$ cat src/hfc_pkg.sv
package hfc_pkg;

	typedef enum logic [1:0] {
		CMD_S2H       = 2'd0,
		CMD_H2S       = 2'd1,
		CMD_NEXT_UP   = 2'd2,
		CMD_NEXT_DOWN = 2'd3
	} cmd_t;

	typedef struct packed {
		cmd_t        command;
		logic [31:0] operand;
	} req_t;

	localparam logic [15:0] HALF_INF       = 16'h7C00;
	localparam logic [15:0] HALF_QNAN_BIT  = 16'h0200;
	localparam logic [15:0] HALF_MIN_SUB   = 16'h0001;
	localparam logic [15:0] HALF_MIN_SUB_N = 16'h8001;
	localparam logic [30:0] SGL_INF_MAG    = 31'h7F800000;
	localparam logic [30:0] SGL_OVF_MAG    = 31'h477FF000;
	localparam logic [30:0] SGL_TINY_MAG   = 31'h38800000;
	localparam logic [7:0]  EXP_BIAS_DIFF  = 8'd112;
	localparam logic [7:0]  SUB_EXP_BASE   = 8'd103;
	localparam logic [7:0]  SGL_EXP_ALL    = 8'hFF;
	localparam logic [4:0]  HALF_EXP_ALL   = 5'h1F;
	localparam logic [6:0]  TINY_SHIFT_TOP = 7'd126;
	localparam logic [6:0]  TINY_SHIFT_MAX = 7'd24;

endpackage

$ cat src/hfc_s2h.sv
module hfc_s2h import hfc_pkg::*; (
	input  logic [31:0] sgl,
	output logic [15:0] hlf
);

	logic        sign;
	logic [30:0] mag;
	logic [7:0]  exp;
	logic [23:0] sig;
	logic [6:0]  eff;
	logic [6:0]  shift;
	logic [4:0]  sh;
	logic [4:0]  sh_m1;
	logic [23:0] q_full;
	logic [23:0] g_full;
	logic [23:0] sticky_mask;
	logic        tiny_up;
	logic [10:0] tiny_q;
	logic [4:0]  norm_exp;
	logic [14:0] norm_h;
	logic        norm_up;
	logic [14:0] norm_r;

	assign sign = sgl[31];
	assign mag  = sgl[30:0];
	assign exp  = mag[30:23];
	assign sig  = {(exp != 8'd0), mag[22:0]};

	// Subnormal result path: the significand is shifted right by 126 - exponent.
	assign eff         = (exp == 8'd0) ? 7'd1 : exp[6:0];
	assign shift       = TINY_SHIFT_TOP - eff;
	assign sh          = shift[4:0];
	assign sh_m1       = sh - 5'd1;
	assign q_full      = sig >> sh;
	assign g_full      = sig >> sh_m1;
	assign sticky_mask = (24'd1 << sh_m1) - 24'd1;
	assign tiny_up     = g_full[0] & ((|(sig & sticky_mask)) | q_full[0]);
	assign tiny_q      = q_full[10:0] + {10'd0, tiny_up};

	// Normal result path; a mantissa carry ripples into the exponent.
	assign norm_exp = 5'(exp - EXP_BIAS_DIFF);
	assign norm_h   = {norm_exp, mag[22:13]};
	assign norm_up  = mag[12] & ((|mag[11:0]) | norm_h[0]);
	assign norm_r   = norm_h + {14'd0, norm_up};

	always_comb begin
		priority if (mag > SGL_INF_MAG) begin
			hlf = {sign, 15'd0} | HALF_INF | HALF_QNAN_BIT;
		end else if (mag >= SGL_OVF_MAG) begin
			hlf = {sign, 15'd0} | HALF_INF;
		end else if (mag < SGL_TINY_MAG) begin
			if (shift > TINY_SHIFT_MAX) begin
				hlf = {sign, 15'd0};
			end else begin
				hlf = {sign, 4'd0, tiny_q};
			end
		end else begin
			hlf = {sign, norm_r};
		end
	end

endmodule

$ cat src/hfc_h2s.sv
module hfc_h2s import hfc_pkg::*; (
	input  logic [15:0] hlf,
	output logic [31:0] sgl
);

	logic        sign;
	logic [4:0]  e;
	logic [9:0]  m;
	logic [3:0]  lead;
	logic [3:0]  shamt;
	logic [22:0] m23;
	logic [22:0] sub_mant;
	logic [7:0]  sub_exp;

	assign sign = hlf[15];
	assign e    = hlf[14:10];
	assign m    = hlf[9:0];

	// Position of the leading one of a subnormal mantissa.
	always_comb begin
		lead = 4'd0;
		for (int i = 0; i < 10; i++) begin
			if (m[i]) begin
				lead = 4'(i);
			end
		end
	end

	assign shamt    = 4'd10 - lead;
	assign m23      = {m, 13'd0};
	assign sub_mant = m23 << shamt;
	assign sub_exp  = {4'd0, lead} + SUB_EXP_BASE;

	always_comb begin
		priority if (e == 5'd0) begin
			if (m == 10'd0) begin
				sgl = {sign, 31'd0};
			end else begin
				sgl = {sign, sub_exp, sub_mant};
			end
		end else if (e == HALF_EXP_ALL) begin
			sgl = {sign, SGL_EXP_ALL, m, 13'd0};
		end else begin
			sgl = {sign, {3'd0, e} + EXP_BIAS_DIFF, m, 13'd0};
		end
	end

endmodule

$ cat src/hfc_step.sv
module hfc_step import hfc_pkg::*; (
	input  logic [15:0] hlf,
	input  logic        down,
	output logic [15:0] res
);

	// A negative pattern moves toward zero when stepping up, away from it stepping down.
	logic decr;

	assign decr = hlf[15] ^ down;

	always_comb begin
		if (hlf[14:0] == 15'd0) begin
			res = down ? HALF_MIN_SUB_N : HALF_MIN_SUB;
		end else if (decr) begin
			res = hlf - 16'd1;
		end else begin
			res = hlf + 16'd1;
		end
	end

endmodule

$ cat src/half_float_converter.sv
// Channel   Valid      Ready      Payload
// request   req_valid  req_ready  command, operand
// result    res_valid  res_ready  result
//
// One request per clock unless a stalled result holds req_ready low; res_valid
// rises once a taken request has passed through the request and result registers.
// The request register feeds the conversion logic, which feeds the result register.
// req_ready drops only when both registers are full and res_ready is low.
// Reset empties both registers; payload registers are not reset.
module half_float_converter import hfc_pkg::*; (
	input  logic        clk,
	input  logic        arst_n,
	input  logic        req_valid,
	output logic        req_ready,
	input  logic [1:0]  command,
	input  logic [31:0] operand,
	output logic        res_valid,
	input  logic        res_ready,
	output logic [31:0] result
);

	logic        valid_s1;
	req_t        req_s1;
	logic        res_valid_q;
	logic [31:0] result_q;
	logic        advance;
	logic [15:0] s2h_res;
	logic [31:0] h2s_res;
	logic [15:0] step_res;
	logic [31:0] conv;

	assign advance   = !res_valid_q || res_ready;
	assign req_ready = !valid_s1 || advance;

	always_ff @(posedge clk or negedge arst_n) begin
		if (!arst_n) begin
			valid_s1 <= 1'b0;
		end else if (req_ready) begin
			valid_s1 <= req_valid;
		end
	end

	always_ff @(posedge clk) begin
		if (req_ready && req_valid) begin
			req_s1.command <= cmd_t'(command);
			req_s1.operand <= operand;
		end
	end

	hfc_s2h u_s2h (
		.sgl (req_s1.operand),
		.hlf (s2h_res)
	);

	hfc_h2s u_h2s (
		.hlf (req_s1.operand[15:0]),
		.sgl (h2s_res)
	);

	hfc_step u_step (
		.hlf  (req_s1.operand[15:0]),
		.down (req_s1.command == CMD_NEXT_DOWN),
		.res  (step_res)
	);

	always_comb begin
		unique case (req_s1.command)
			CMD_S2H:       conv = {16'd0, s2h_res};
			CMD_H2S:       conv = h2s_res;
			CMD_NEXT_UP,
			CMD_NEXT_DOWN: conv = {16'd0, step_res};
			default:       conv = {16'd0, step_res};
		endcase
	end

	always_ff @(posedge clk or negedge arst_n) begin
		if (!arst_n) begin
			res_valid_q <= 1'b0;
		end else if (advance) begin
			res_valid_q <= valid_s1;
		end
	end

	always_ff @(posedge clk) begin
		if (advance && valid_s1) begin
			result_q <= conv;
		end
	end

	assign res_valid = res_valid_q;
	assign result    = result_q;

endmodule

$ cat config.mk
export PLATFORM = sky130hd
export DESIGN_NAME = half_float_converter
export DESIGN_NICKNAME = d
export VERILOG_FILES = /design/src/hfc_pkg.sv /design/src/hfc_s2h.sv /design/src/hfc_h2s.sv /design/src/hfc_step.sv /design/src/half_float_converter.sv
export SDC_FILE = /design/constraint.sdc
export NUM_CORES = 1
export LEC_CHECK = 0
export BUFFER_PORTS_ARGS = -buffer_cell sky130_fd_sc_hd__buf_2
export CAP_MARGIN = 25
export CORE_UTILIZATION = 35
export DETAILED_ROUTE_END_ITERATION = 16
export GPL_TIMING_DRIVEN = 0
export PLACE_DENSITY = 0.62
export SLEW_MARGIN = 20
export SYNTH_ARGS = -nofsm -noshare
export SYNTH_HDL_FRONTEND = slang
export SYNTH_HIERARCHICAL = 1
export SYNTH_SLANG_ARGS = --single-unit
$ cat constraint.sdc
create_clock -name clk -period 4.63 [get_ports clk]
set_clock_uncertainty 0.1 [all_clocks]
set_input_delay 1.389 -clock clk [delete_from_list [all_inputs] [get_ports clk]]
set_output_delay 1.389 -clock clk [all_outputs]
set_load 0.02 [all_outputs]
; ---- Word level (Yosys, flattened, before mapping)
; Index checks and enable logic that the tools add are counted.
[word_totals]
out_inout_bits = 34
regBits = 68
in_bits = 38
word_cells = 70
[classes]
n_lt_le_gt_ge = 4
reduce_logical = 15
eq_ne = 4
n_bitwise = 6
muxes = 21
n_addsub = 11
shift = 4
[ops]
columns = operator, count
row1 = $pmux W32 S3, 1
row2 = $mux W31, 3
row3 = $mux W16, 3
row4 = $mux W15, 3
row5 = $ge A31 B31 Y1 const B, 1
row6 = $gt A31 B31 Y1 const B, 1
row7 = $lt A31 B30 Y1 const B, 1
row8 = $and A24 B24 Y24, 1
row9 = $reduce_or A24 Y1, 1
row10 = $shl A1 B5 Y24 const A, 1
row11 = $shr A24 B5 Y1, 1
row12 = $shr A24 B5 Y11, 1
row13 = $sub A24 B1 Y24 const B, 1
row14 = $shl A23 B4 Y23, 1
row15 = $add A16 B1 Y16 const B, 1
row16 = $sub A16 B1 Y16 const B, 1
row17 = $add A15 B1 Y15, 1
row18 = $logic_not A15 Y1, 1
row19 = $mux W3, 4
row20 = $reduce_or A12 Y1, 1
row21 = $add A11 B1 Y11, 1
row22 = $mux W11, 1
row23 = $logic_not A10 Y1, 1
row24 = $add A4 B7 Y8 const B, 1
row25 = 24 further kinds, 32

; ---- Longest topological paths before layout
; Gate-level depths: netlist (run 1).
[logic_depth]
ltp_word = 16
depth_mapped = 24
ltp_nobuf = 20

; ---- By module
; Netlist (run 1), hierarchy kept.
[by_module_without_submodules]
columns = mod, seq_area_each_um2, instances, area_per_inst_um2, cells_per_inst
row1 = hfc_s2h, 0.0, 1, 3784.9, 558
row2 = half_float_converter, 2031.9, 1, 2534.9, 146
row3 = hfc_h2s, 0.0, 1, 955.9, 141
row4 = hfc_step, 0.0, 1, 878.3, 125

; ---- Worst setup path after synthesis (run 1)
; No wires, ideal clock.
[synth_path]
kind = reg-to-reg
start = reg req_s1[29] (netlist name)
end = reg result_q[0], in the netlist result[0] (data pin)
required_ns = 4.265
synth_period_minus_slack_ns = 4.657
arrival_ns = 4.292
path_stages_with_launch = 23
setup_slack_ns = -0.027
setup_time_ns = 0.265
path_cell_list = edfxtp_1 nor3_4 a31oi_4 buf_6 ha_1 nor2b_1 o31a_1 o21a_1 buf_2 or2_2 ha_1 o21ai_0 a21oi_1 o21ai_0 o221ai_1 nor4bb_1 o2111ai_1 a221oi_1 nand4_1 o21ai_1 a21oi_1 mux2i_1 o21ai_1
[synth_via]
elab_chain_cells = 16
elab_cells_between_ends = 23
classes_between = 4 x add/sub / 4 x order compare / 3 x shift / 6 x mux / 3 x bitwise / 3 x reduce/logical
[synth_rtl]
columns = element, line_no
row1 = start: declaration, half_float_converter.sv:23  ; req_t req_s1;
row2 = $logic_not A8 Y1, hfc_s2h.sv:30  ; assign eff = (exp == 8'd0) ? 7'd1 : exp[6:0];
row3 = $mux W7, hfc_s2h.sv:30
row4 = $sub A7 B7 Y7, hfc_s2h.sv:31  ; assign shift = TINY_SHIFT_TOP - eff;
row5 = $sub A5 B1 Y5, hfc_s2h.sv:33  ; assign sh_m1 = sh - 5'd1;
row6 = $shl A1 B5 Y24, hfc_s2h.sv:36  ; assign sticky_mask = (24'd1 << sh_m1) - 24'd1;
row7 = $sub A24 B1 Y24, hfc_s2h.sv:36
row8 = $and A24 B24 Y24, hfc_s2h.sv:37  ; assign tiny_up = g_full[0] & ((|(sig & sticky_mask)) | q_full[0]);
row9 = $reduce_or A24 Y1, hfc_s2h.sv:37
row10 = [2 not listed], --
row11 = $add A11 B1 Y11, hfc_s2h.sv:38  ; assign tiny_q = q_full[10:0] + {10'd0, tiny_up};
row12 = $mux W11, hfc_s2h.sv:52  ; if (shift > TINY_SHIFT_MAX) begin
row13 = $mux W15, hfc_s2h.sv:51  ; end else if (mag < SGL_TINY_MAG) begin
row14 = $mux W15, hfc_s2h.sv:49  ; end else if (mag >= SGL_OVF_MAG) begin
row15 = $mux W15 (*), hfc_s2h.sv:47  ; priority if (mag > SGL_INF_MAG) begin
row16 = net s2h_res[0], half_float_converter.sv:27  ; logic [15:0] s2h_res;
row17 = $pmux W32 S3 (*), half_float_converter.sv:67  ; unique case (req_s1.command)
row18 = net conv[0], half_float_converter.sv:30  ; logic [31:0] conv;
row19 = end signal: assignment, half_float_converter.sv:86  ; result_q <= conv;
row20 = end: declaration, half_float_converter.sv:25  ; logic [31:0] result_q;
; The timed path passes the listed nets; every way through them passes the cells marked *.
; A chain may end at the register's enable or synchronous reset.

; ---- Final worst setup path (run 1)
; Ends and elaborated chain as after synthesis.

==> run_summary.xml, run 1 <==
<?xml version="1.0" encoding="UTF-8"?>
<metrics>
  <group name="synth">
    <metric name="ys_top_cells_by_area" unit="">sky130_fd_sc_hd__edfxtp_1 24%, sky130_fd_sc_hd__mux2i_1 5.8%, sky130_fd_sc_hd__nand2_1 4.2%</metric>
    <metric name="synthArstFlopShare" unit="%">2.94</metric>
    <metric name="synth.largest_area_cell" unit="">sky130_fd_sc_hd__edfxtp_1</metric>
    <metric name="cell_area_after_technology_mapping" unit="um^2">8150</metric>
    <metric name="synth.top_cell.area_share" unit="%">24.3</metric>
    <metric name="netlist-cell-type-count" unit="">105</metric>
    <metric name="number_of_enable_flip_flop_cells_after_synthesis" unit="">66</metric>
    <metric name="ys_dominant_reg_cell" unit="">sky130_fd_sc_hd__edfxtp_1</metric>
    <metric name="syn-mean-instance-area" unit="um^2">8.41</metric>
    <metric name="synth-seq-area-share" unit="%">24.9</metric>
    <metric name="synth_seq_cells" unit="">68</metric>
    <metric name="synth-warning-count" unit="">6</metric>
    <metric name="netlist_instances" unit="">970</metric>
  </group>
  <group name="power">
    <metric name="power.share.sequential" unit="%">29.7</metric>
    <metric name="total_power" unit="mW">2.71</metric>
    <metric name="combPwrFrac" unit="%">40.1</metric>
    <metric name="share_clk_of_total_power" unit="%">30.2</metric>
    <metric name="vdd_ir_drop_max" unit="V">0.000167</metric>
    <metric name="netSwitchingPower" unit="mW">1.02</metric>
    <metric name="p_leak" unit="nW">3.70</metric>
    <metric name="p_sw_share" unit="%">37.7</metric>
    <metric name="powerDensity" unit="nW/um^2">283</metric>
    <metric name="p_int" unit="mW">1.69</metric>
  </group>
  <group name="critical_path">
    <metric name="highest_fanout_seen_on_the_critical_path" unit="">7</metric>
    <metric name="critical-path-slowest-cell" unit="">sky130_fd_sc_hd__edfxtp_1</metric>
    <metric name="timing.critical_path.mode_cell" unit="">sky130_fd_sc_hd__o21ai_2</metric>
    <metric name="rrSetupSlack" unit="ns">-0.06</metric>
    <metric name="crit_path_start" unit="">req_s1[29]</metric>
    <metric name="critical_path.cell_chain" unit="">nor3_4, a31oi_4, buf_8, ha_4, nor2b_4, o31a_1, o21a_2, buf_6, or2_4, ha_4, o21ai_2, a21oi_2, o21ai_2, o221ai_2, nor4bb_1, o2111ai_1, a221oi_2, nand4_1, o21ai_2, a21oi_2, mux2i_1, o21ai_1</metric>
    <metric name="r2r.worst_path.cells" unit="">22</metric>
    <metric name="terminus_of_the_critical_flop_to_flop_path" unit="">result[0]</metric>
    <metric name="critical-path-max-stage-delay" unit="ns">0.44</metric>
    <metric name="path_class" unit="">register to register</metric>
    <metric name="timing.rr.start" unit="">req_s1[29]</metric>
    <metric name="timing.critical_path.arrival" unit="ns">4.67</metric>
    <metric name="cp_endpoint_kind" unit="">register</metric>
    <metric name="crit_path_start_kind" unit="">register</metric>
    <metric name="worst_ep_required_time" unit="ns">4.61</metric>
  </group>
  <group name="floorplan">
    <metric name="initial_core_util" unit="%">35.9</metric>
    <metric name="fp.coreArea" unit="um^2">22700</metric>
    <metric name="number_of_top_level_pins" unit="">72</metric>
    <metric name="die_height" unit="um">155</metric>
    <metric name="floorplan.die_area" unit="um^2">23900</metric>
    <metric name="floorplan.rows" unit="">55</metric>
    <metric name="chipWidth" unit="um">155</metric>
  </group>
  <group name="placement">
    <metric name="globalplace.congestion" unit="">0.979</metric>
    <metric name="placed_cells" unit="">1339</metric>
    <metric name="port_buffers" unit="">71</metric>
    <metric name="dp_hpwl" unit="mm">21.4</metric>
  </group>
  <group name="sta">
    <metric name="post-route-period-util" unit="%">101</metric>
    <metric name="final-max-slew-violation-count" unit="">0</metric>
    <metric name="totalNegativeSetupSlack" unit="ns">-0.0552</metric>
    <metric name="final.min_clock_period" unit="ns">4.69</metric>
    <metric name="timing_hold_violations_final" unit="">0</metric>
    <metric name="grt_setup_unrepaired" unit="">true</metric>
    <metric name="final_setup_violation_count" unit="">1</metric>
    <metric name="max_slew_margin" unit="%">37.6</metric>
    <metric name="fmax" unit="MHz">213</metric>
    <metric name="final.hold.worst_slack" unit="ns">0.407</metric>
    <metric name="postLayoutSetupSlackWorst" unit="ns">-0.0552</metric>
    <metric name="worst_slew_pin_slew" unit="ns">0.937</metric>
  </group>
  <group name="detailed_routing">
    <metric name="ant_nets" unit="">0</metric>
    <metric name="detailroute.via_count" unit="">8407</metric>
    <metric name="drc_errors" unit="">0</metric>
    <metric name="drt_iter0_markers" unit="">999</metric>
    <metric name="drt-pass1-iter-count" unit="">6</metric>
    <metric name="viasPerCell" unit="">6.14</metric>
    <metric name="post_drt_wl_per_cell" unit="um">21.2</metric>
    <metric name="postRouteWirelength" unit="mm">29.0</metric>
  </group>
  <group name="cts">
    <metric name="clkSinkCount" unit="">68</metric>
    <metric name="tritoncts" unit="">done</metric>
    <metric name="cts_buffer_depth" unit="">2</metric>
    <metric name="clkSlewWorstSetupHoldPaths" unit="ns">0.06</metric>
    <metric name="cts_inserted_buffers" unit="">9</metric>
    <metric name="clock_insertion_delay_at_the_later_pin_of_the_skew_report" unit="ns">0.35</metric>
    <metric name="cts_hold_buf" unit="">0</metric>
    <metric name="ctsRootBufferMaster" unit="">sky130_fd_sc_hd__clkbuf_16</metric>
    <metric name="number_of_h_tree_levels" unit="">3</metric>
  </group>
  <group name="grt">
    <metric name="grt_use_met1" unit="%">34.0</metric>
    <metric name="wire_length_of_the_first_global_routing_pass" unit="mm">44.7</metric>
    <metric name="grt.busiest_layer" unit="">met2</metric>
    <metric name="global_route.usage.total" unit="%">24.3</metric>
    <metric name="met3_track_utilization_from_global_routing" unit="%">4.46</metric>
    <metric name="grt.overflow.total" unit="">0</metric>
    <metric name="globalRouteMet2Util" unit="%">36.5</metric>
    <metric name="grt_max_degree" unit="">33</metric>
    <metric name="first_global_vias" unit="">7820</metric>
    <metric name="antenna_found_initial" unit="">1</metric>
  </group>
  <group name="final_layout">
    <metric name="finish.net_count" unit="">1142</metric>
    <metric name="final-instance-count-excl-fill" unit="">1370</metric>
    <metric name="layout-drive-gt1-share" unit="%">21.5</metric>
    <metric name="layout-area-overhead-vs-synth" unit="%">17.4</metric>
  </group>
  <group name="min_path">
    <metric name="hold-path-cell-count" unit="">1</metric>
    <metric name="holdPathEnd" unit="">res_valid</metric>
    <metric name="timing.hold.worst.start" unit="">valid_s1</metric>
    <metric name="worst_min_path_class" unit="">register to register</metric>
  </group>
  <group name="status">
    <metric name="status" unit="">complete, but fails checks</metric>
    <metric name="violations_in_the_final_reports" unit="">negative setup slack</metric>
  </group>
  <group name="job">
    <metric name="maxCapViolCount" unit="">0</metric>
  </group>
</metrics>
critical path: cells and delay by family (launching register included):
family                   cells  cell delay (ns)
AO/OA/AOI/OAI               12             1.92
adder cells (fa/ha/maj)      2             0.41
buffers and inverters        2             0.27
flip-flops                   1             0.44
multiplexers                 1             0.14
AND/OR/NAND/NOR              5             1.14
power groups by stage:
| stage | clock network (mW) | registers, mW | logic, mW |
|---|---|---|---|
| 2_1_floorplan | 0 | 0.830 | 0.716 |
| 3_3_place_gp | 0 | 0.817 | 1.01 |
| 3_5_place_dp | 0 | 0.818 | 1.02 |
| 4_1_cts | 0.831 | 0.805 | 1.05 |
| 5_1_grt | 0.847 | 0.811 | 1.17 |
| 6_report | 0.820 | 0.805 | 1.09 |
repair_timing:
action	4_1_cts	5_1_grt
gates resized for setup	27	21
gates cloned	0	0
pin swaps	17	16
setup buffers	13	1
endpoints found under the setup margin	11	8
routing by layer:
layer	up-vias	wire length, um	share of wire (%)
met4	0	1040	3.6
met1	3952	12700	44
li1	3883	-	-
met2	500	12500	43
met5	-	0	0
met3	72	2740	9.4
synthesized netlist by cell type, types with 9 or more instances:
cell type	count
sky130_fd_sc_hd__nor3_1	24
sky130_fd_sc_hd__and2_1	32
sky130_fd_sc_hd__clkbuf_1	31
sky130_fd_sc_hd__o21ai_0	54
sky130_fd_sc_hd__a31oi_1	10
sky130_fd_sc_hd__xor2_1	15
sky130_fd_sc_hd__a21oi_1	49
sky130_fd_sc_hd__nand3_1	20
sky130_fd_sc_hd__buf_2	22
sky130_fd_sc_hd__nand2_1	92
sky130_fd_sc_hd__and3_1	16
sky130_fd_sc_hd__o21ai_1	15
sky130_fd_sc_hd__o31ai_1	9
sky130_fd_sc_hd__nor4_1	13
sky130_fd_sc_hd__ha_1	24
sky130_fd_sc_hd__buf_4	18
sky130_fd_sc_hd__a211oi_1	12
sky130_fd_sc_hd__inv_1	18
sky130_fd_sc_hd__xnor2_1	29
sky130_fd_sc_hd__mux2i_1	47
sky130_fd_sc_hd__nand2b_1	17
sky130_fd_sc_hd__edfxtp_1	66
sky130_fd_sc_hd__o22ai_1	10
sky130_fd_sc_hd__nor2b_1	15
sky130_fd_sc_hd__o211ai_1	14
sky130_fd_sc_hd__nor2_1	72
worst max path at each step:
stage / endpoint / slack, ns / depth (start not counted)
floorplan: result[0] / 0.09 / 22
global placement: result[0] / -1.05 / 22
detailed placement: result[0] / -1.05 / 22
CTS: result[0] / -0.1 / 22
global route: result[0] / -0.28 / 22
finish: result[0] / -0.06 / 22
sequential cells by signal (all words and copies together), names as in the netlist:
signal     flops
req_s1        34
result        32
res_valid      1
valid_s1       1
cell type report:
class                           instances  area, um^2
Multi-Input combinational cell        806        5770
Inverter                               24        97.6
Fill cell                            2297       13100
Antenna cell                            1        2.50
Buffer                                 84         483
Clock inverter                          6         113
Clock buffer                           10         229
Timing Repair Buffer                   86         488
Sequential cell                        68        2030
Tap cell                              285         357
kinds of logic after synthesis:
| logic type | share of synthesized area [%] |
|---|---|
| and+or+nand+nor | 24.5 |
| AOI/OAI and AO/OA | 25.4 |
| buffers and inverters | 6.77 |
| DFF | 24.9 |
| muxes | 8.99 |
| xor gates and xnor gates | 5.46 |
| adders and majority gates | 3.93 |
| other | 0.0460 |
layout by cell type (no fill, tap or decap), types with 22 or more instances in the layout:
| master | n |
|---|---|
| sky130_fd_sc_hd__a21oi_1 | 47 |
| sky130_fd_sc_hd__and2_1 | 30 |
| sky130_fd_sc_hd__buf_2 | 90 |
| sky130_fd_sc_hd__buf_4 | 32 |
| sky130_fd_sc_hd__clkbuf_1 | 29 |
| sky130_fd_sc_hd__edfxtp_1 | 66 |
| sky130_fd_sc_hd__ha_1 | 22 |
| sky130_fd_sc_hd__mux2i_1 | 47 |
| sky130_fd_sc_hd__nand2_1 | 91 |
| sky130_fd_sc_hd__nor2_1 | 72 |
| sky130_fd_sc_hd__nor3_1 | 22 |
| sky130_fd_sc_hd__o21ai_0 | 52 |
| sky130_fd_sc_hd__xnor2_1 | 29 |
per-stage QoR:
stage	instance area [um^2]	setup slack, ns	utilization, %
after floorplan	8210	0.0886	-
after global placement	8920	-1.05	39.3
after detailed placement	8960	-1.05	39.5
after CTS	9490	-0.0964	41.8
after global routing	9580	-0.277	42.2
final	9580	-0.0552	42.2
(Power assumes the default switching activity.)
==> run 2: changes to the inputs <==
- BUFFER_PORTS_ARGS: -buffer_cell sky130_fd_sc_hd__buf_2 -> not set
- CORE_ASPECT_RATIO: not set -> 0.6
- DONT_BUFFER_PORTS: not set -> 1
- PLACE_DENSITY: 0.62 -> 0.6
==> run 2 against run 1 <==
  * The run still ends with negative setup slack left
  * Count of clock-buffer cells in the layout shrank 1
  * Non-clock buffer count is 66 lower
  * Maximum frequency is 4.4% lower
  * Critical path type unchanged
  * Critical endpoint unchanged
==> run_summary.xml, run 2 (same netlist as run 1, synthesis figures left out) <==
<?xml version="1.0" encoding="UTF-8"?>
<metrics>
  <group name="power">
    <metric name="p_int" unit="mW">1.61</metric>
    <metric name="p_sw_share" unit="%">38.8</metric>
    <metric name="vdd_ir_drop_max" unit="V">0.000189</metric>
    <metric name="power.share.sequential" unit="%">32.3</metric>
    <metric name="share_clk_of_total_power" unit="%">28.7</metric>
    <metric name="powerDensity" unit="nW/um^2">285</metric>
    <metric name="p_leak" unit="nW">3.42</metric>
    <metric name="combPwrFrac" unit="%">39.0</metric>
    <metric name="total_power" unit="mW">2.64</metric>
    <metric name="netSwitchingPower" unit="mW">1.02</metric>
  </group>
  <group name="critical_path">
    <metric name="cp_endpoint_kind" unit="">register</metric>
    <metric name="path_class" unit="">register to register</metric>
    <metric name="timing.critical_path.arrival" unit="ns">4.88</metric>
    <metric name="worst_ep_required_time" unit="ns">4.61</metric>
    <metric name="highest_fanout_seen_on_the_critical_path" unit="">6</metric>
    <metric name="crit_path_start_kind" unit="">register</metric>
  </group>
  <group name="detailed_routing">
    <metric name="ant_nets" unit="">0</metric>
    <metric name="drt_iter0_markers" unit="">1091</metric>
    <metric name="post_drt_wl_per_cell" unit="um">22.7</metric>
    <metric name="drc_errors" unit="">0</metric>
    <metric name="drt-pass1-iter-count" unit="">6</metric>
    <metric name="detailroute.via_count" unit="">8356</metric>
    <metric name="postRouteWirelength" unit="mm">30.2</metric>
    <metric name="viasPerCell" unit="">6.29</metric>
  </group>
  <group name="cts">
    <metric name="cts_buffer_depth" unit="">2</metric>
    <metric name="clkSlewWorstSetupHoldPaths" unit="ns">0.06</metric>
    <metric name="cts_hold_buf" unit="">0</metric>
    <metric name="number_of_h_tree_levels" unit="">3</metric>
    <metric name="clock_insertion_delay_at_the_later_pin_of_the_skew_report" unit="ns">0.35</metric>
    <metric name="cts_inserted_buffers" unit="">9</metric>
    <metric name="ctsRootBufferMaster" unit="">sky130_fd_sc_hd__clkbuf_16</metric>
    <metric name="tritoncts" unit="">done</metric>
    <metric name="clkSinkCount" unit="">68</metric>
  </group>
  <group name="status">
    <metric name="violations_in_the_final_reports" unit="">negative setup slack</metric>
    <metric name="status" unit="">complete, but fails checks</metric>
  </group>
  <group name="floorplan">
    <metric name="chipWidth" unit="um">199</metric>
    <metric name="floorplan.die_area" unit="um^2">23900</metric>
    <metric name="floorplan.rows" unit="">42</metric>
    <metric name="initial_core_util" unit="%">36.3</metric>
    <metric name="fp.coreArea" unit="um^2">22400</metric>
    <metric name="number_of_top_level_pins" unit="">72</metric>
    <metric name="die_height" unit="um">120</metric>
  </group>
  <group name="grt">
    <metric name="wire_length_of_the_first_global_routing_pass" unit="mm">45.9</metric>
    <metric name="antenna_found_initial" unit="">0</metric>
    <metric name="met3_track_utilization_from_global_routing" unit="%">10.2</metric>
    <metric name="global_route.usage.total" unit="%">25.6</metric>
    <metric name="globalRouteMet2Util" unit="%">32.4</metric>
    <metric name="first_global_vias" unit="">7626</metric>
    <metric name="grt_use_met1" unit="%">38.6</metric>
    <metric name="grt_max_degree" unit="">33</metric>
    <metric name="grt.overflow.total" unit="">0</metric>
    <metric name="grt.busiest_layer" unit="">met1</metric>
  </group>
  <group name="sta">
    <metric name="grt_setup_unrepaired" unit="">true</metric>
    <metric name="worst_slew_pin_slew" unit="ns">1.15</metric>
    <metric name="post-route-period-util" unit="%">106</metric>
    <metric name="max_slew_margin" unit="%">23.4</metric>
    <metric name="fmax" unit="MHz">204</metric>
    <metric name="final_setup_violation_count" unit="">2</metric>
    <metric name="timing_hold_violations_final" unit="">0</metric>
    <metric name="postLayoutSetupSlackWorst" unit="ns">-0.270</metric>
    <metric name="final.min_clock_period" unit="ns">4.90</metric>
    <metric name="final-max-slew-violation-count" unit="">0</metric>
    <metric name="totalNegativeSetupSlack" unit="ns">-0.363</metric>
  </group>
  <group name="final_layout">
    <metric name="number_of_flip_flops_in_the_largest_register" unit="">34</metric>
    <metric name="max_flop_register" unit="">req_s1</metric>
    <metric name="final_cell_mix" unit="">91 x sky130_fd_sc_hd__nand2_1, 72 x sky130_fd_sc_hd__nor2_1, 66 x sky130_fd_sc_hd__edfxtp_1</metric>
    <metric name="nFillCells" unit="">2239</metric>
    <metric name="layout-area-overhead-vs-synth" unit="%">13.7</metric>
    <metric name="finish.net_count" unit="">1076</metric>
    <metric name="layout-drive-gt1-share" unit="%">16.1</metric>
    <metric name="most_common_library_cell_in_the_layout_ignoring_fill_and_taps" unit="">sky130_fd_sc_hd__nand2_1</metric>
  </group>
  <group name="min_path">
    <metric name="worst_min_path_class" unit="">register to register</metric>
  </group>
  <group name="placement">
    <metric name="globalplace.congestion" unit="">1.00</metric>
    <metric name="dp_hpwl" unit="mm">22.2</metric>
    <metric name="port_buffers" unit="">0</metric>
  </group>
  <group name="job">
    <metric name="maxCapViolCount" unit="">0</metric>
  </group>
</metrics>
[run 2: path summary, 6_finish.rpt]
| kind | slack, ns | cells past startpoint | endpoint | from |
|---|---|---|---|---|
| hold reg to reg | 0.38 | 1 | res_valid | valid_s1 |
| min in group asynchronous | 0.63 | 0 | valid_s1 | arst_n |
| max in group asynchronous | 3.74 | 0 | res_valid | arst_n |
| hold / removal | 0.38 | 1 | res_valid | valid_s1 |
| setup reg to reg | -0.27 | 20 | result[0] | req_s1[27] |
| setup / recovery | -0.27 | 20 | result[0] | req_s1[27] |
[run 2: power groups by stage]
stage | clock (mW) | combinational (mW) | sequential, mW
after floorplan | 0 | 0.716 | 0.830
after global placement | 0 | 0.935 | 0.865
after detailed placement | 0 | 0.941 | 0.864
after CTS | 0.769 | 0.977 | 0.850
after global routing | 0.801 | 1.11 | 0.859
final | 0.756 | 1.03 | 0.852
[run 2: timing repair]
action | CTS | global route
endpoints found under the setup margin | 11 | 7
resized for setup | 27 | 17
gates cloned | 0 | 0
pin swaps | 16 | 12
setup buffers | 13 | 5
[run 2: through the flow]
stage | std cells | hold slack [ns] | area [um^2] | worst slack (ns) | utilization (%)
after floorplan | 982 | 0.349 | 8210 | 0.0886 | -
after global placement | 1290 | 0.369 | 8600 | -1.28 | 38.3
after detailed placement | 1292 | 0.365 | 8650 | -1.22 | 38.6
after CTS | 1321 | 0.380 | 9180 | -0.249 | 40.9
after global routing | 1326 | 0.435 | 9260 | -0.410 | 41.3
final | 1328 | 0.377 | 9270 | -0.270 | 41.3
[run 2: area by class of cell]
class                   count  area (um^2)  share of cell area [%]
well taps                 308          385                    4.16
clock inverters             7         98.8                    1.07
clock buffers               9          225                    2.43
plain buffers              84          483                    5.21
flip-flops and latches     68         2030                    21.9
multi-input cells         806         5760                    62.2
repair buffers             20          183                    1.97
diodes                      2         5.00                  0.0540
inverters                  24         95.1                    1.03
[run 2: worst max-delay path, cell delays in order, from the launching register on]
cell	delay, ns
sky130_fd_sc_hd__edfxtp_1	0.42
sky130_fd_sc_hd__nor3_4	0.26
sky130_fd_sc_hd__a31oi_4	0.13
sky130_fd_sc_hd__buf_8	0.14
sky130_fd_sc_hd__ha_4	0.23
sky130_fd_sc_hd__mux2_2	0.31
sky130_fd_sc_hd__a32oi_1	0.21
sky130_fd_sc_hd__o21a_1	0.21
sky130_fd_sc_hd__buf_6	0.13
sky130_fd_sc_hd__nand2b_1	0.15
sky130_fd_sc_hd__ha_4	0.17
sky130_fd_sc_hd__a21boi_0	0.20
sky130_fd_sc_hd__o211ai_1	0.30
sky130_fd_sc_hd__nor3_2	0.33
sky130_fd_sc_hd__mux2i_1	0.15
sky130_fd_sc_hd__a221oi_2	0.31
sky130_fd_sc_hd__nand4_1	0.28
sky130_fd_sc_hd__o21ai_2	0.26
sky130_fd_sc_hd__a21oi_2	0.08
sky130_fd_sc_hd__mux2i_1	0.14
sky130_fd_sc_hd__o21ai_1	0.11
[run 2: metal layers]
layer | vias up | share of wire [%]
li1 | 3766 | -
met1 | 3920 | 46
met2 | 586 | 37
met3 | 84 | 14
met4 | 0 | 2.5
met5 | - | 0
==> run 3: changes to the inputs <==
- CORE_ASPECT_RATIO: 0.6 -> 0.5
==> run 3 against run 2 <==
  * The run still ends with negative setup slack left
  * Design area is 0.70% lower
  * Maximum frequency is 3.3% higher
  * First-iteration DRC count is 13% lower
  * Highest routed layer unchanged
==> run_summary.xml, run 3 (same netlist as run 1, synthesis figures left out) <==
<?xml version="1.0" encoding="UTF-8"?>
<metrics>
  <group name="critical_path">
    <metric name="highest_fanout_seen_on_the_critical_path" unit="">5</metric>
    <metric name="path_class" unit="">register to register</metric>
    <metric name="timing.rr.start" unit="">req_s1[30]</metric>
    <metric name="timing.critical_path.arrival" unit="ns">4.73</metric>
    <metric name="critical_path.cell_chain" unit="">nor2_4, a31oi_4, buf_8, ha_4, nor2b_4, o31a_1, o21a_2, buf_6, or2_4, ha_4, o21ai_2, a21oi_1, o21ai_1, o221ai_1, nor4bb_1, o2111ai_1, a221oi_2, nand4_1, o21ai_2, a21oi_1, mux2i_1, o21ai_1</metric>
    <metric name="critical-path-slowest-cell" unit="">sky130_fd_sc_hd__edfxtp_1</metric>
    <metric name="rrSetupSlack" unit="ns">-0.11</metric>
    <metric name="cp_endpoint_kind" unit="">register</metric>
    <metric name="worst_ep_required_time" unit="ns">4.61</metric>
    <metric name="terminus_of_the_critical_flop_to_flop_path" unit="">result[0]</metric>
    <metric name="r2r.worst_path.cells" unit="">22</metric>
    <metric name="crit_path_start_kind" unit="">register</metric>
    <metric name="critical-path-max-stage-delay" unit="ns">0.51</metric>
  </group>
  <group name="grt">
    <metric name="global_route.usage.total" unit="%">25.3</metric>
    <metric name="wire_length_of_the_first_global_routing_pass" unit="mm">45.9</metric>
    <metric name="grt_max_degree" unit="">22</metric>
    <metric name="first_global_vias" unit="">7819</metric>
    <metric name="grt.overflow.total" unit="">0</metric>
    <metric name="antenna_found_initial" unit="">0</metric>
  </group>
  <group name="floorplan">
    <metric name="floorplan.rows" unit="">39</metric>
    <metric name="floorplan.die_area" unit="um^2">23900</metric>
    <metric name="chipWidth" unit="um">218</metric>
    <metric name="fp.coreArea" unit="um^2">22800</metric>
    <metric name="number_of_top_level_pins" unit="">72</metric>
    <metric name="die_height" unit="um">110</metric>
    <metric name="initial_core_util" unit="%">35.7</metric>
  </group>
  <group name="min_path">
    <metric name="holdPathEnd" unit="">res_valid</metric>
    <metric name="hold-path-cell-count" unit="">1</metric>
    <metric name="worst_min_path_class" unit="">register to register</metric>
    <metric name="timing.hold.worst.start" unit="">valid_s1</metric>
  </group>
  <group name="cts">
    <metric name="number_of_h_tree_levels" unit="">3</metric>
    <metric name="cts_buffer_depth" unit="">2</metric>
    <metric name="clkSinkCount" unit="">68</metric>
    <metric name="clock_insertion_delay_at_the_later_pin_of_the_skew_report" unit="ns">0.35</metric>
    <metric name="clkSlewWorstSetupHoldPaths" unit="ns">0.06</metric>
    <metric name="ctsRootBufferMaster" unit="">sky130_fd_sc_hd__clkbuf_16</metric>
    <metric name="cts_inserted_buffers" unit="">9</metric>
    <metric name="tritoncts" unit="">done</metric>
  </group>
  <group name="final_layout">
    <metric name="fin_util" unit="%">40.3</metric>
    <metric name="layout-area-overhead-vs-synth" unit="%">12.9</metric>
    <metric name="n_antenna_cell" unit="">0</metric>
    <metric name="finish.net_count" unit="">1076</metric>
    <metric name="number_of_flip_flops_in_the_largest_register" unit="">34</metric>
    <metric name="most_common_library_cell_in_the_layout_ignoring_fill_and_taps" unit="">sky130_fd_sc_hd__nand2_1</metric>
    <metric name="layout-drive-gt1-share" unit="%">16.0</metric>
    <metric name="final_cell_mix" unit="">91 x sky130_fd_sc_hd__nand2_1, 72 x sky130_fd_sc_hd__nor2_1, 66 x sky130_fd_sc_hd__edfxtp_1</metric>
    <metric name="max_flop_register" unit="">req_s1</metric>
  </group>
  <group name="detailed_routing">
    <metric name="post_drt_wl_per_cell" unit="um">22.8</metric>
    <metric name="detailroute.via_count" unit="">8316</metric>
    <metric name="viasPerCell" unit="">6.28</metric>
    <metric name="drc_errors" unit="">0</metric>
    <metric name="drt_iter0_markers" unit="">944</metric>
    <metric name="ant_nets" unit="">0</metric>
    <metric name="drt-pass1-iter-count" unit="">6</metric>
    <metric name="postRouteWirelength" unit="mm">30.2</metric>
  </group>
  <group name="placement">
    <metric name="globalplace.congestion" unit="">1.00</metric>
    <metric name="port_buffers" unit="">0</metric>
    <metric name="dp_hpwl" unit="mm">22.1</metric>
  </group>
  <group name="sta">
    <metric name="final.min_clock_period" unit="ns">4.74</metric>
    <metric name="totalNegativeSetupSlack" unit="ns">-0.111</metric>
    <metric name="final_setup_violation_count" unit="">1</metric>
    <metric name="worst_slew_pin_slew" unit="ns">1.16</metric>
    <metric name="post-route-period-util" unit="%">102</metric>
    <metric name="final-max-slew-violation-count" unit="">0</metric>
    <metric name="postLayoutSetupSlackWorst" unit="ns">-0.111</metric>
    <metric name="timing_hold_violations_final" unit="">0</metric>
    <metric name="fmax" unit="MHz">211</metric>
    <metric name="max_slew_margin" unit="%">22.9</metric>
    <metric name="grt_setup_unrepaired" unit="">true</metric>
  </group>
  <group name="power">
    <metric name="powerDensity" unit="nW/um^2">273</metric>
    <metric name="p_leak" unit="nW">3.40</metric>
    <metric name="total_power" unit="mW">2.51</metric>
    <metric name="vdd_ir_drop_max" unit="V">0.000144</metric>
  </group>
  <group name="status">
    <metric name="violations_in_the_final_reports" unit="">negative setup slack</metric>
    <metric name="status" unit="">complete, but fails checks</metric>
  </group>
  <group name="job">
    <metric name="maxCapViolCount" unit="">0</metric>
  </group>
</metrics>
run 3: cell types whose count changed in the layout (fill, tap and decap cells not counted), sizes merged:
cell	change
clkinv	-3
diode	-2
clkinvlp	+4
buf	+1
bufinv	-2
clkbuf	-1
run 3: worst max path at each step:
| stage | from | to | slack, ns | cells after the start |
|---|---|---|---|---|
| floorplan | req_s1[28] | result[0] | 0.09 | 22 |
| global placement | req_s1[30] | result[0] | -0.98 | 23 |
| detailed placement | req_s1[30] | result[0] | -1.01 | 21 |
| CTS | req_s1[28] | result[0] | -0.06 | 22 |
| global route | req_s1[29] | result[0] | -0.27 | 22 |
| finish | req_s1[30] | result[0] | -0.11 | 22 |
run 3: repair_timing:
action | 4_1_cts | 5_1_grt
pin swaps | 19 | 15
hold buffers | 0 | 0
setup buffers | 16 | 2
setup endpoints to repair | 11 | 10
resized for setup | 25 | 20
run 3: metrics by stage:
| step | area (um^2) | worst slack (ns) | instances | hold slack [ns] |
|---|---|---|---|---|
| after global routing | 9200 | -0.268 | 1324 | 0.419 |
| after floorplan | 8210 | 0.0886 | 982 | 0.349 |
| after global placement | 8600 | -0.977 | 1289 | 0.363 |
| after CTS | 9140 | -0.0579 | 1322 | 0.399 |
| after detailed placement | 8660 | -1.01 | 1291 | 0.380 |
| final | 9200 | -0.111 | 1324 | 0.396 |
run 3: layout make-up:
cell class	count	area, um^2
tap	307	384
fill	2332	13600
buffer	84	483
clock inverter	6	41.3
sequential	68	2030
multi-input combinational	806	5750
inverter	24	97.6
clock buffer	9	225
timing repair buffer	20	190
run 3: layer usage:
layer	global-route usage [%]	vias up	wire length, um
li1	-	3757	-
met1	32.8	3956	12500
met2	40.4	496	13100
met3	6.11	107	3270
met4	11.0	0	1350
met5	0	-	0
run 3: worst max-delay path, delay by kind of cell, from the launching register on:
kind            cells  cell delay (ns)
buf+inv             2             0.27
compound gates     12             1.93
fa+ha+maj           2             0.41
simple gates        5             1.09
flops               1             0.51
mux                 1             0.15
run 3: report_power, final:
part / leakage (nW) / internal (mW) / switching (mW)
clock network: 0.124 / 0.359 / 0.281
logic: 2.61 / 0.395 / 0.623
registers: 0.664 / 0.746 / 0.107
